<file path="src/rtl/core/trs_pkg.sv">
// shared types and constants for the track regression statistics block
// no dependencies
package trs_pkg;

  localparam int MAX_POINTS_DEF = 256;
  localparam int NUM_STATS      = 27;
  localparam int STAT_IDX_W     = $clog2(NUM_STATS);
  localparam int ARITH_W        = 128;
  localparam int REG_W          = 24;
  localparam int REG_IDX_W      = 1;

  localparam logic [REG_IDX_W-1:0] REG_TIME_BIN = 1'd0;
  localparam logic [REG_IDX_W-1:0] REG_FREQ_BIN = 1'd1;

  typedef struct packed {
    logic [23:0]        time_in_run;
    logic [23:0]        time_in_acq;
    logic [15:0]        acquisition_id;
    logic [23:0]        frequency;
    logic [15:0]        nsp;
    logic signed [11:0] amplitude;
    logic signed [15:0] local_slope;
    logic               last_point;
  } point_t;

  typedef struct packed {
    logic [4:0]         stat_code;
    logic signed [63:0] stat_value;
    logic               last_stat;
  } stat_t;

  typedef enum logic [1:0] {
    OP_MUL,
    OP_DIV,
    OP_SQRT
  } arith_op_t;

  typedef enum logic [4:0] {
    ST_NXY, ST_SXSY, ST_NXX, ST_SXSX, ST_SLOPE, ST_ICPT, ST_NN,
    ST_MEAN0, ST_NSQ0, ST_MM0, ST_VAR0, ST_DEV0,
    ST_MEAN1, ST_NSQ1, ST_MM1, ST_VAR1, ST_DEV1,
    ST_MEAN2, ST_NSQ2, ST_MM2, ST_VAR2, ST_DEV2,
    ST_TBIN, ST_FBIN, ST_NSPL
  } step_t;

  typedef struct packed {
    logic                  capture;
    logic                  square;
    logic                  accum;
    logic                  snap;
    logic                  issue;
    logic                  load_out;
    logic                  clear;
    step_t                 step;
    logic [STAT_IDX_W-1:0] idx;
  } ctrl_cmd_t;

  typedef struct packed {
    logic last_point;
    logic arith_done;
    logic out_free;
  } dp_status_t;

endpackage

</file>
<file path="src/rtl/core/trs_ctrl.sv">
// controller: point intake, final step sequencing and result emission
// depends on trs_pkg
module trs_ctrl (
  input  logic                clk,
  input  logic                rst,
  input  logic                in_valid,
  output logic                in_stall,
  input  trs_pkg::dp_status_t status,
  output trs_pkg::ctrl_cmd_t  cmd
);
  import trs_pkg::*;

  typedef enum logic [2:0] {
    S_IDLE,
    S_SQR,
    S_ACC,
    S_SNAP,
    S_ISSUE,
    S_WAIT,
    S_EMIT
  } state_t;

  state_t                state;
  step_t                 step;
  logic [STAT_IDX_W-1:0] idx;

  always_ff @(posedge clk) begin
    if (rst) begin
      state <= S_IDLE;
      step  <= ST_NXY;
      idx   <= '0;
    end else begin
      case (state)
        S_IDLE: if (in_valid) state <= S_SQR;
        S_SQR:  state <= S_ACC;
        S_ACC:  state <= status.last_point ? S_SNAP : S_IDLE;
        S_SNAP: begin
          step  <= ST_NXY;
          state <= S_ISSUE;
        end
        S_ISSUE: state <= S_WAIT;
        S_WAIT: begin
          if (status.arith_done) begin
            if (step == ST_NSPL) begin
              idx   <= '0;
              state <= S_EMIT;
            end else begin
              step  <= step_t'(step + 1'b1);
              state <= S_ISSUE;
            end
          end
        end
        S_EMIT: begin
          if (status.out_free) begin
            if (idx == STAT_IDX_W'(NUM_STATS - 1)) begin
              state <= S_IDLE;
            end else begin
              idx <= idx + 1'b1;
            end
          end
        end
        default: state <= S_IDLE;
      endcase
    end
  end

  always_comb begin
    in_stall     = (state != S_IDLE);
    cmd.capture  = (state == S_IDLE) && in_valid;
    cmd.square   = (state == S_SQR);
    cmd.accum    = (state == S_ACC);
    cmd.snap     = (state == S_SNAP);
    cmd.issue    = (state == S_ISSUE);
    cmd.load_out = (state == S_EMIT) && status.out_free;
    cmd.clear    = cmd.load_out && (idx == STAT_IDX_W'(NUM_STATS - 1));
    cmd.step     = step;
    cmd.idx      = idx;
  end

`ifndef SYNTH
  a_load_free: assert property (@(posedge clk) disable iff (rst)
    cmd.load_out |-> status.out_free)
    else $error("result loaded into a full output register");

  a_done_waiting: assert property (@(posedge clk) disable iff (rst)
    status.arith_done |-> (state == S_WAIT))
    else $error("arithmetic unit finished outside a wait");

  a_snap_last: assert property (@(posedge clk) disable iff (rst)
    (state == S_SNAP) |-> $past(status.last_point))
    else $error("final sequence started without a last point");

  a_clear_end: assert property (@(posedge clk) disable iff (rst)
    cmd.clear |=> (state == S_IDLE))
    else $error("track cleared before emission finished");
`endif

endmodule
</file>
<file path="config.mk">
export PLATFORM = sky130hd
export DESIGN_NAME = trs_ctrl
export DESIGN_NICKNAME = d
export VERILOG_FILES = /design/src/rtl/core/trs_pkg.sv /design/src/rtl/core/trs_ctrl.sv
export SDC_FILE = /design/constraint.sdc
export NUM_CORES = 1
export LEC_CHECK = 0
export BUFFER_PORTS_ARGS = -buffer_cell sky130_fd_sc_hd__buf_2
export CORE_AREA = 10 10 59 61
export DETAILED_ROUTE_END_ITERATION = 8
export DIE_AREA = 0 0 69 71
export PLACE_DENSITY = 0.71
export SYNTH_ARGS = -nofsm -noshare
export SYNTH_HDL_FRONTEND = slang
export SYNTH_SLANG_ARGS = --single-unit
</file>
<file path="constraint.sdc">
create_clock -name clk -period 1.7 [get_ports clk]
set_input_delay 0.17 -clock clk [delete_from_list [all_inputs] [get_ports clk]]
set_output_delay 0.17 -clock clk [all_outputs]
set_load 0.02 [all_outputs]
</file>
**Word-level counts from Yosys, hierarchy flattened**

Index checks and enable logic that the tools add are counted.

- Flip-flop bits (word level): 13
- Output and inout port bits: 18
- Word-level logic and storage cells: 45

- Add/sub/neg operators: 2
- Equal/unequal tests: 15
- Muxes and demuxes: 15
- Reduce and logical (&&, ||, !) cells: 10

Operator list:

| operator | count |
|---|---|
| two-way mux 5 bit | 6 |
| one-hot mux 3 bit (7 select lines) | 1 |
| one-hot mux 5 bit (2 select lines) | 2 |
| != test 2 bit, second input constant | 7 |
| two-way mux 3 bit | 4 |
| adder 5 x 1 -> 5 bit, second input constant | 2 |
| == test 5 bit, second input constant | 2 |
| == test 3 bit, second input constant | 3 |
| == test 3 x 2 -> 1 bit, second input constant | 2 |
| AND reduction 5 bit | 1 |
| two-way mux 2 bit | 2 |
| AND reduction 4 bit | 1 |
| nonzero test 2 bit | 2 |
| == test 3 x 1 -> 1 bit, second input constant | 1 |
| logical AND 1 bit | 3 |
| logical NOT 3 bit | 1 |
| AND reduction 3 bit | 1 |
| nonzero test 3 bit | 1 |

**Longest topological paths before layout**

Gate-level depths: netlist of run 1.

- Depth after elaboration: 4
- Gate-level depth with buffers: 6
- Gate-level depth less buffers: 6

**Worst setup path after synthesis of run 1**

OpenSTA, ideal clock, no wires.

- Path type: reg-to-reg
- Start: register step[0]
- End: register state[1]
- Setup time: 0.121 ns
- Arrival: 1.438 ns
- Required time: 1.579 ns
- Path slack: 0.141 ns
- Cell stages (with the launch flop): 7
- Period minus slack after synthesis: 1.559 ns
- Path through: dfxtp_1 > inv_1 > ha_1 > nand4b_1 > nor2_1 > o31a_1 > mux2_4

- Longest elaborated chain between the ends: 4

RTL lines:

| what | RTL line | RTL |
|---|---|---|
| from (decl) | trs_ctrl.sv:24 | `step_t step;` |
| from (signal assigned) | trs_ctrl.sv:48 | `step <= step_t'(step + 1'b1);` |
| == test 5 bit | trs_ctrl.sv:44 | `if (step == ST_NSPL) begin` |
| two-way mux 2 bit | trs_ctrl.sv:44 |  |
| two-way mux 3 bit | trs_ctrl.sv:43 | `if (status.arith_done) begin` |
| one-hot mux 3 bit (7 select lines) | trs_ctrl.sv:33 | `case (state)` |
| to (signal assigned) | trs_ctrl.sv:36 | `S_ACC: state <= status.last_point ? S_SNAP : S_IDLE;` |
| to (decl) | trs_ctrl.sv:23 | `state_t state;` |

Every way passes these cells. The select of a mux whose other input is x is not followed.
A chain may end at the register's enable or synchronous reset.

**Final worst setup path of run 1**

Ends and elaborated chain as after synthesis.

==> out/metrics.yaml, run 1 <==
status: "completed"
antenna_left: 0
grtUsageTotal_pct: 9.065
path_cells: "inv_1 > ha_1 > nand4b_1 > nor2_1 > o31a_1 > mux2_4"
syn_nets: 114
layout_min_cycle_time_ns: 1.581
grt-ovfl-total: 0
combPwrFrac_pct: 23.9
layout_setup_ws_ns: 0.1192
cts_tree: "done"
routed_wl_um: 2331
netlist.area_leader.share_pct: 29.13
synth_most_common_cell: "dfxtp_1"
seqPwrFrac_pct: 49.2
finClkSkew_ns: 0.003905
cp-endpoint: "state[1]"
cts_max_level: 1
leakage_nw: 0.5209
reg2regPathDepth: 6
first_iter_violations: 45
avgSynthCellArea_um2: 8.590
die_area_um2: 4899
cts.path.max_buffers: 2
cts_root_buf: "clkbuf_4"
r2r-start: "step[0]"
num_antenna_cells: 0
maxSlewHeadroom_pct: 73.04
antenna_found_initial: 0
hold_viol: 0
cts.sinks: 13
pre_cts_slack_ns: 0.1122
vdd_drop_max_v: 0.0003265
crit_cells: 6
crit_fanout: 5
path_buf_inv: 1
rows: 18
critPathKind: "reg2reg"
clk_pin_slew_worst_paths_ns: 0.08
critPathTopFamily: "flip-flops"
power.density_nw_per_um2: 651.5
wl_per_cell_um: 14.66
die_w_um: 69
rsz0062_at_grt: "false"
vias: 866
power_uw: 700.3
cts_buffers: 3
layout-drive-gt1-share_pct: 32.56
finalMaxSlewViolations: 0
grt_first_pass_wirelength_um: 3912
p_clk_share_pct: 26.9
die_h_um: 71
ys_types: 45
yosys.area.top_type: "dfxtp_1"
grt_pass1_vias: 870
worst_pin_slew_ns: 0.4036
place_congestion: 0.7756
p_sw_share_pct: 30.89
ys_seq_elements: 13
first_pass_iters: 4
ys.flop_type: "dfxtp_1"
ys_warn_count: 0
synth_edf_count: 0
n_fill_cell: 272
fmax_mhz: 632.6
nets: 140
critPathMaxStageDelay_ns: 0.42
worstSetupStartpoint: "step[0]"
synth_common_cells: "dfxtp_1 (13), nor2_1 (8), inv_1 (7), nand2b_1 (6), nand2_1 (5)"
vias_per_cell: 5.447
place_hpwl_um: 1845
coreArea_um2: 2387
async_flop_share_pct: 0
p_switching_uw: 216.3
grt_max_degree: 17
synth_area_leaders: "dfxtp_1 (29%), ha_1 (5.6%), nand2b_1 (4.2%)"
stdcell_count: 159
crit_slowest_cell: "dfxtp_1"
maxCapViolations: 0
r2r_slack_ns: 0.12
timing.setup.tns_ns: 0
hold_slack_ns: 0.2332
route.detailed.drc: 0
startpoint_type: "flop"
cts.hold.buffers_added: 0
cp.arrival_ns: 1.74
ios: 24
start_util_pct: 37.42
worstPathRequired_ns: 1.86
clk_latency_ns: 0.27
end_kind: "flop"
hold_class: "in2reg"
seq_area_frac_synth_pct: 29.13
area_delta_synth_final_pct: 20.31
regToRegEndpoint: "state[1]"
netlist_area_um2: 893.4
port_buffers: 23
fin_crit_sh_pct: 92.99
synthCells: 104
power.internal_uw: 484.0
setup_viol: 0
place_inst: 155
[routing by layer]
metal / vias up / GRT usage (%) / share of wire [%]
met5: - / 0 / 0
met4: 0 / 3.579 / 0.26
met3: 2 / 4.184 / 8.8
met2: 23 / 14.94 / 46
met1: 406 / 9.906 / 45
li1: 435 / - / -
[how the worst min path moves through the flow]
stage	start	endpoint	slack, ns	cells past startpoint
6_report	rst	state[2]	0.23	2
5_1_grt	rst	state[2]	0.25	2
4_1_cts	rst	state[2]	0.23	2
3_5_place_dp	step[4]	step[4]	0.48	2
3_3_place_gp	step[4]	step[4]	0.48	2
2_1_floorplan	status[1]	step[3]	0.35	2
[cell type report]
class / instances / area, um2 / area share [%]
Clock buffer: 4 / 26.28 / 2.445
Inverter: 7 / 26.28 / 2.445
Timing Repair Buffer: 25 / 130.1 / 12.11
Tap cell: 30 / 37.54 / 3.492
Sequential cell: 13 / 262.8 / 24.45
Multi-Input combinational cell: 80 / 591.8 / 55.06
[stage by stage]
stage	area, um2	util [%]
detailed placement	1035	43.34
floorplan	893.4	-
global route	1075	45.02
CTS	1066	44.65
finish	1075	45.02
global placement	1035	43.34
[state kept, by name, summed over array words and instances, names as in the netlist]
signal	flops
idx	5
state	3
step	5
[power groups by stage]
stage          registers (mW)  clock network [mW]  logic [mW]
5_1_grt                 0.349               0.209       0.183
3_5_place_dp            0.348                   0       0.168
6_report                0.344               0.188       0.168
3_3_place_gp            0.346                   0       0.167
4_1_cts                 0.342               0.195       0.169
2_1_floorplan           0.329                   0       0.143
[timing repair]
| action | in CTS | in global routing |
|---|---|---|
| resized for setup | 3 | 1 |
| setup buffers | 0 | 0 |
| endpoints found under the setup margin | 2 | 2 |
| pin swaps | 0 | 0 |
[cell usage in the layout, fill, tap and decap left out, types with 2 or more instances in the layout]
cell,instances
nor2_1,7
dfxtp_1,11
and3_1,3
nor3_1,4
nand4b_1,3
clkbuf_4,3
o21ai_1,4
buf_4,2
a22o_1,2
nand2_1,5
nand3_1,3
nand2b_1,6
and4b_1,2
nor3b_1,3
nor2_2,2
inv_1,7
o21ai_0,2
dfxtp_2,2
nor3b_2,2
ha_1,4
a31oi_1,3
buf_2,23
[logic make-up (layout without fill, tap and decap cells)]
family	after synthesis	count (layout)	synth area share, %
flip-flops	13	13	29.13
AND/OR/NAND/NOR	51	51	37.68
AO/OA/AOI/OAI	23	23	18.77
adder cells (fa/ha/maj)	4	4	5.602
buffers and inverters	11	36	5.882
multiplexers	2	2	2.941
No activity file was read; power rests on OpenSTA's default activity.
==> run 2, diff against run 1 <==
Clock period 1.7 ns to 1.8 ns, I/O delays scaled along.
==> run 2 against run 1 <==
First-iteration DRC count rose by 44%. Via count is 3.5% higher. Worst setup slack improved by 0.082 ns. Final area decreased by 1.4%. Clock power rose by 3%. Sequential power down 5%. Die area unchanged. Largest cell class unchanged.
==> out/metrics.yaml, run 2 (synthesized netlist as in run 1, its figures left out) <==
wl_per_cell_um: 15.26  # +4.1%
power.density_nw_per_um2: 635.9  # -2.4%
routed_wl_um: 2396  # +2.8%
status: "completed"
die_h_um: 71  # unchanged
cts_tree: "done"
crit_fanout: 4  # -1
worst_pin_slew_ns: 0.4333  # +0.02973 ns
r2r-start: "step[0]"
layout_min_cycle_time_ns: 1.599
cp.arrival_ns: 1.42  # -0.32 ns
stdcell_count: 157  # -1.3%
path_cells: "inv_1 > ha_1 > nand4b_1 > nor3_1 > buf_2"
power.internal_uw: 453.3  # -6.3%
vdd_drop_max_v: 0.0003226  # -1.2%
place_hpwl_um: 1768  # -4.2%
die_area_um2: 4899  # unchanged
setup_viol: 0  # unchanged
start_util_pct: 37.42  # unchanged
largestRegisters: "idx x5, step x5, state x3"
hold_class: "in2reg"
hold_slack_ns: 0.2518  # +0.01865 ns
postCtsSetupBuffers: 0  # unchanged
worstSetupStartpoint: "idx[0]"
layout-drive-gt1-share_pct: 31.50  # -1.1 points
hold_viol: 0  # unchanged
cts_root_buf: "clkbuf_4"
clk_pin_slew_worst_paths_ns: 0.09  # about the same
first_iter_violations: 65  # +44%
cts_max_level: 1  # unchanged
r2r_slack_ns: 0.25  # +0.13 ns
vias_per_cell: 5.707  # +4.8%
first_pass_iters: 4  # unchanged
critPathKind: "reg2out"
p_switching_uw: 220.6  # +2.0%
grt_pass1_vias: 874  # +0.46%
route.detailed.drc: 0  # unchanged
num_antenna_cells: 0  # unchanged
fin_crit_sh_pct: 88.82
startpoint_type: "flop"
power_uw: 673.9  # -3.8%
timing.setup.tns_ns: 0  # unchanged
grt_first_pass_wirelength_um: 4022  # +2.8%
leakage_nw: 0.5103  # -2.0%
place_inst: 153  # -1.3%
ios: 24  # unchanged
rsz0062_at_grt: "false"
grt-ovfl-total: 0  # unchanged
finalMaxSlewViolations: 0  # unchanged
final_common_cell: "buf_2"
nets: 138  # -1.4%
cts.path.max_buffers: 2  # unchanged
n_fill_cell: 262  # -3.7%
critPathMaxStageDelay_ns: 0.34  # -0.08 ns
antenna_found_initial: 0  # unchanged
die_w_um: 69  # unchanged
multi_input_area_um2: 591.8  # unchanged
maxCapViolations: 0  # unchanged
finClkSkew_ns: 0.002755  # -0.001151 ns
vias: 896  # +3.5%
fin_area_um2: 1060  # -1.4%
hp-start: "status[1]"
seqPwrFrac_pct: 48.7  # -0.5 points
layout_common_cells: "buf_2 (23), dfxtp_1 (11), inv_1 (7), nor2_1 (7), nand2b_1 (6)"
fmax_mhz: 625.5
end_kind: "output port"
critPathTopFamily: "flip-flops"
p_clk_share_pct: 28.7  # +1.8 points
grtUsageTotal_pct: 9.532  # +0.47 points
clk_latency_ns: 0.28  # about the same
cts.hold.buffers_added: 0  # unchanged
p_sw_share_pct: 32.73  # +1.8 points
worstPathRequired_ns: 1.62  # -0.24 ns
path_buf_inv: 2  # +1
place_congestion: 0.8434  # +8.7%
rows: 18  # unchanged
cts.sinks: 13  # unchanged
crit_slowest_cell: "dfxtp_1"
port_buffers: 23  # unchanged
seqCellArea_um2: 262.8  # unchanged
cts_buffers: 3  # unchanged
antenna_left: 0  # unchanged
grt_max_degree: 17  # unchanged
post_dp_cell_area_um2: 1020  # -1.5%
coreArea_um2: 2387  # unchanged
maxSlewHeadroom_pct: 71.07  # -2.0 points
area_delta_synth_final_pct: 18.63
combPwrFrac_pct: 22.6  # -1.3 points
==> run 2: cell count changes in the layout (fill, tap and decap cells not counted), sizes merged <==
cell / previous run / this run
buf: 25 / 23
==> run 2: area by class of cell <==
class	instances	area share, %
Sequential cell	13	24.79
Tap cell	30	3.542
Multi-Input combinational cell	80	55.84
Timing Repair Buffer	23	10.86
Inverter	7	2.479
Clock buffer	4	2.479
==> run 2: power groups by stage <==
stage                     clock, mW  combinational, mW  sequential (mW)
final                         0.194              0.152            0.328
after global routing          0.221              0.166            0.333
after CTS                     0.202              0.152            0.325
after detailed placement          0              0.152            0.331
after global placement            0              0.150            0.330
after floorplan                   0              0.135            0.311
==> run 2: what timing repair did <==
action                     4_1_cts  5_1_grt
resized for setup                1        3
pin swaps                        0        0
setup endpoints to repair        1        2
==> run 2: layer usage <==
metal	part of all wire [%]	global-route usage (%)	up-vias	routed length, um
li1	-	-	431	-
met1	47	11.50	439	1130
met2	46	15.35	26	1107
met3	6.6	4.463	0	158
met4	0	1.342	0	0
met5	0	0	-	0
==> run 2: tightest hold or removal path: cells and delay by family <==
| family | cells | cell delay, ns |
|---|---|---|
| AOI/OAI and AO/OA | 1 | 0.08 |
| buffers and inverters | 2 | 0.23 |
==> run 2: final timing paths <==
check | endpoint | depth (start not counted)
setup / recovery | cmd[10] | 5
setup reg to reg | state[1] | 6
hold reg to reg | idx[1] | 2
hold / removal | step[3] | 3
==> run 2: through the flow <==
stage	worst slack (ns)	util, %
detailed placement	0.2334	42.71
CTS	0.005389	43.87
global placement	0.2486	42.71
global route	0.02790	44.39
finish	0.2012	44.39
floorplan	0.2408	-
==> run 3, diff against run 2 <==
Settings changed: CTS_BUF_LIST set to sky130_fd_sc_hd__clkbuf_4 sky130_fd_sc_hd__clkbuf_8.
==> run 3 against run 2 <==
Die area is the same. Register-to-register slack is essentially flat. Clock-buffer cell count is the same. Critical endpoint unchanged.
==> out/metrics.yaml, run 3 (synthesized netlist as in run 1, its figures left out) <==
status: "completed"
fmax_mhz: 626.1  # +0.10%
cts_max_level: 1  # unchanged
grt_max_degree: 17  # unchanged
routed_wl_um: 2383  # -0.54%
leakage_nw: 0.5137  # +0.67%
maxCapViolations: 0  # unchanged
vdd_drop_max_v: 0.0004007  # +24%
antenna_left: 0  # unchanged
first_pass_iters: 4  # unchanged
cts_root_buf: "clkbuf_4"
cts_buffers: 3  # unchanged
rsz0062_at_grt: "false"
first_iter_violations: 80  # +23%
power_uw: 689.9  # +2.4%
power.density_nw_per_um2: 648.7  # +2.0%
num_antenna_cells: 0  # unchanged
finClkSkew_ns: 0.001111  # -0.001643 ns
final_common_cell: "buf_2"
coreArea_um2: 2387  # unchanged
n_fill_cell: 262  # unchanged
critPathKind: "reg2out"
cts.sinks: 13  # unchanged
die_h_um: 71  # unchanged
wl_per_cell_um: 15.18  # -0.54%
cts_tree: "done"
port_buffers: 23  # unchanged
grt_pass1_vias: 875  # +0.11%
ios: 24  # unchanged
die_w_um: 69  # unchanged
layout-drive-gt1-share_pct: 32.28  # +0.79 points
grt-ovfl-total: 0  # unchanged
hold_slack_ns: 0.2497  # -0.002107 ns
fin_crit_sh_pct: 88.73  # -0.089 points
clk_pin_slew_worst_paths_ns: 0.09  # about the same
cts.path.max_buffers: 2  # unchanged
start_util_pct: 37.42  # unchanged
grt_first_pass_wirelength_um: 4036  # +0.35%
layout_common_cells: "buf_2 (23), dfxtp_1 (11), inv_1 (7), nor2_1 (7), nand2b_1 (6)"
end_kind: "output port"
grtUsageTotal_pct: 9.617  # +0.085 points
worstPathRequired_ns: 1.62  # about the same
hold_class: "in2reg"
timing.setup.tns_ns: 0  # unchanged
die_area_um2: 4899  # unchanged
finalMaxSlewViolations: 0  # unchanged
vias_per_cell: 5.618  # -1.6%
hold_viol: 0  # unchanged
rows: 18  # unchanged
area_delta_synth_final_pct: 19.05
antenna_found_initial: 0  # unchanged
worst_pin_slew_ns: 0.4270  # -0.006288 ns
layout_min_cycle_time_ns: 1.597  # -0.001607 ns
cp.arrival_ns: 1.42  # about the same
route.detailed.drc: 0  # unchanged
cts.hold.buffers_added: 0  # unchanged
place_congestion: 0.8434  # unchanged
place_hpwl_um: 1768  # unchanged
maxSlewHeadroom_pct: 71.49  # +0.42 points
crit_fanout: 4  # unchanged
setup_viol: 0  # unchanged
vias: 882  # -1.6%
startpoint_type: "flop"
clk_latency_ns: 0.28  # about the same
nets: 138  # unchanged
largestRegisters: "idx x5, step x5, state x3"
run 3: changes by cell type in the layout (fill, tap and decap cells not counted):
cell	delta
clkbuf_1	-1
clkbuf_4	+1
run 3: area by class of cell:
cell class / count / area, um2 / share of cell area, %
repair buffers: 23 / 115.1 / 10.82
flip-flops and latches: 13 / 262.8 / 24.71
clock buffers: 4 / 30.03 / 2.824
inverters: 7 / 26.28 / 2.471
multi-input cells: 80 / 591.8 / 55.65
well taps: 30 / 37.54 / 3.529
run 3: final timing paths:
path / from / end / slack [ns] / cells past startpoint
max: idx[0] / cmd[10] / 0.20 / 5
max reg2reg: step[0] / state[1] / 0.25 / 6
min: status[1] / step[3] / 0.25 / 3
min reg2reg: step[4] / step[4] / 0.50 / 2
run 3: critical path: stages (launching register included):
cell and delay [ns]:
dfxtp_1 0.34, inv_1 0.10, ha_1 0.17, nand4b_1 0.15, nor3_1 0.18, buf_2 0.20
run 3: stage by stage:
step                      instance area [um2]  util, %  worst slack (ns)  instances
after global routing                     1064    44.55           0.02510        157
after global placement                   1020    42.71            0.2486        153
final                                    1064    44.55            0.2029        157
after floorplan                         893.4        -            0.2408        104
after detailed placement                 1020    42.71            0.2334        153
after CTS                                1051    44.03         0.0009481        157
run 3: what timing repair did:
action                                  in CTS  in global routing
resized for setup                            1                  3
endpoints found under the setup margin       1                  2
setup buffers                                0                  0
run 3: where the power goes:
part           switching [mW]  leakage [nW]  internal, mW  total (mW)
logic                  0.0817         0.389        0.0703       0.152
registers              0.0311         0.106         0.297       0.328
clock network           0.109        0.0184         0.101       0.210
run 3: layer usage:
metal  wire length (um)  up-vias  GRT usage [%]
met2               1095       23          15.35
met3                147        0          4.463
met4                  0        0          2.013
li1                   -      431              -
met1               1140      428          11.50
met5                  0        -              0
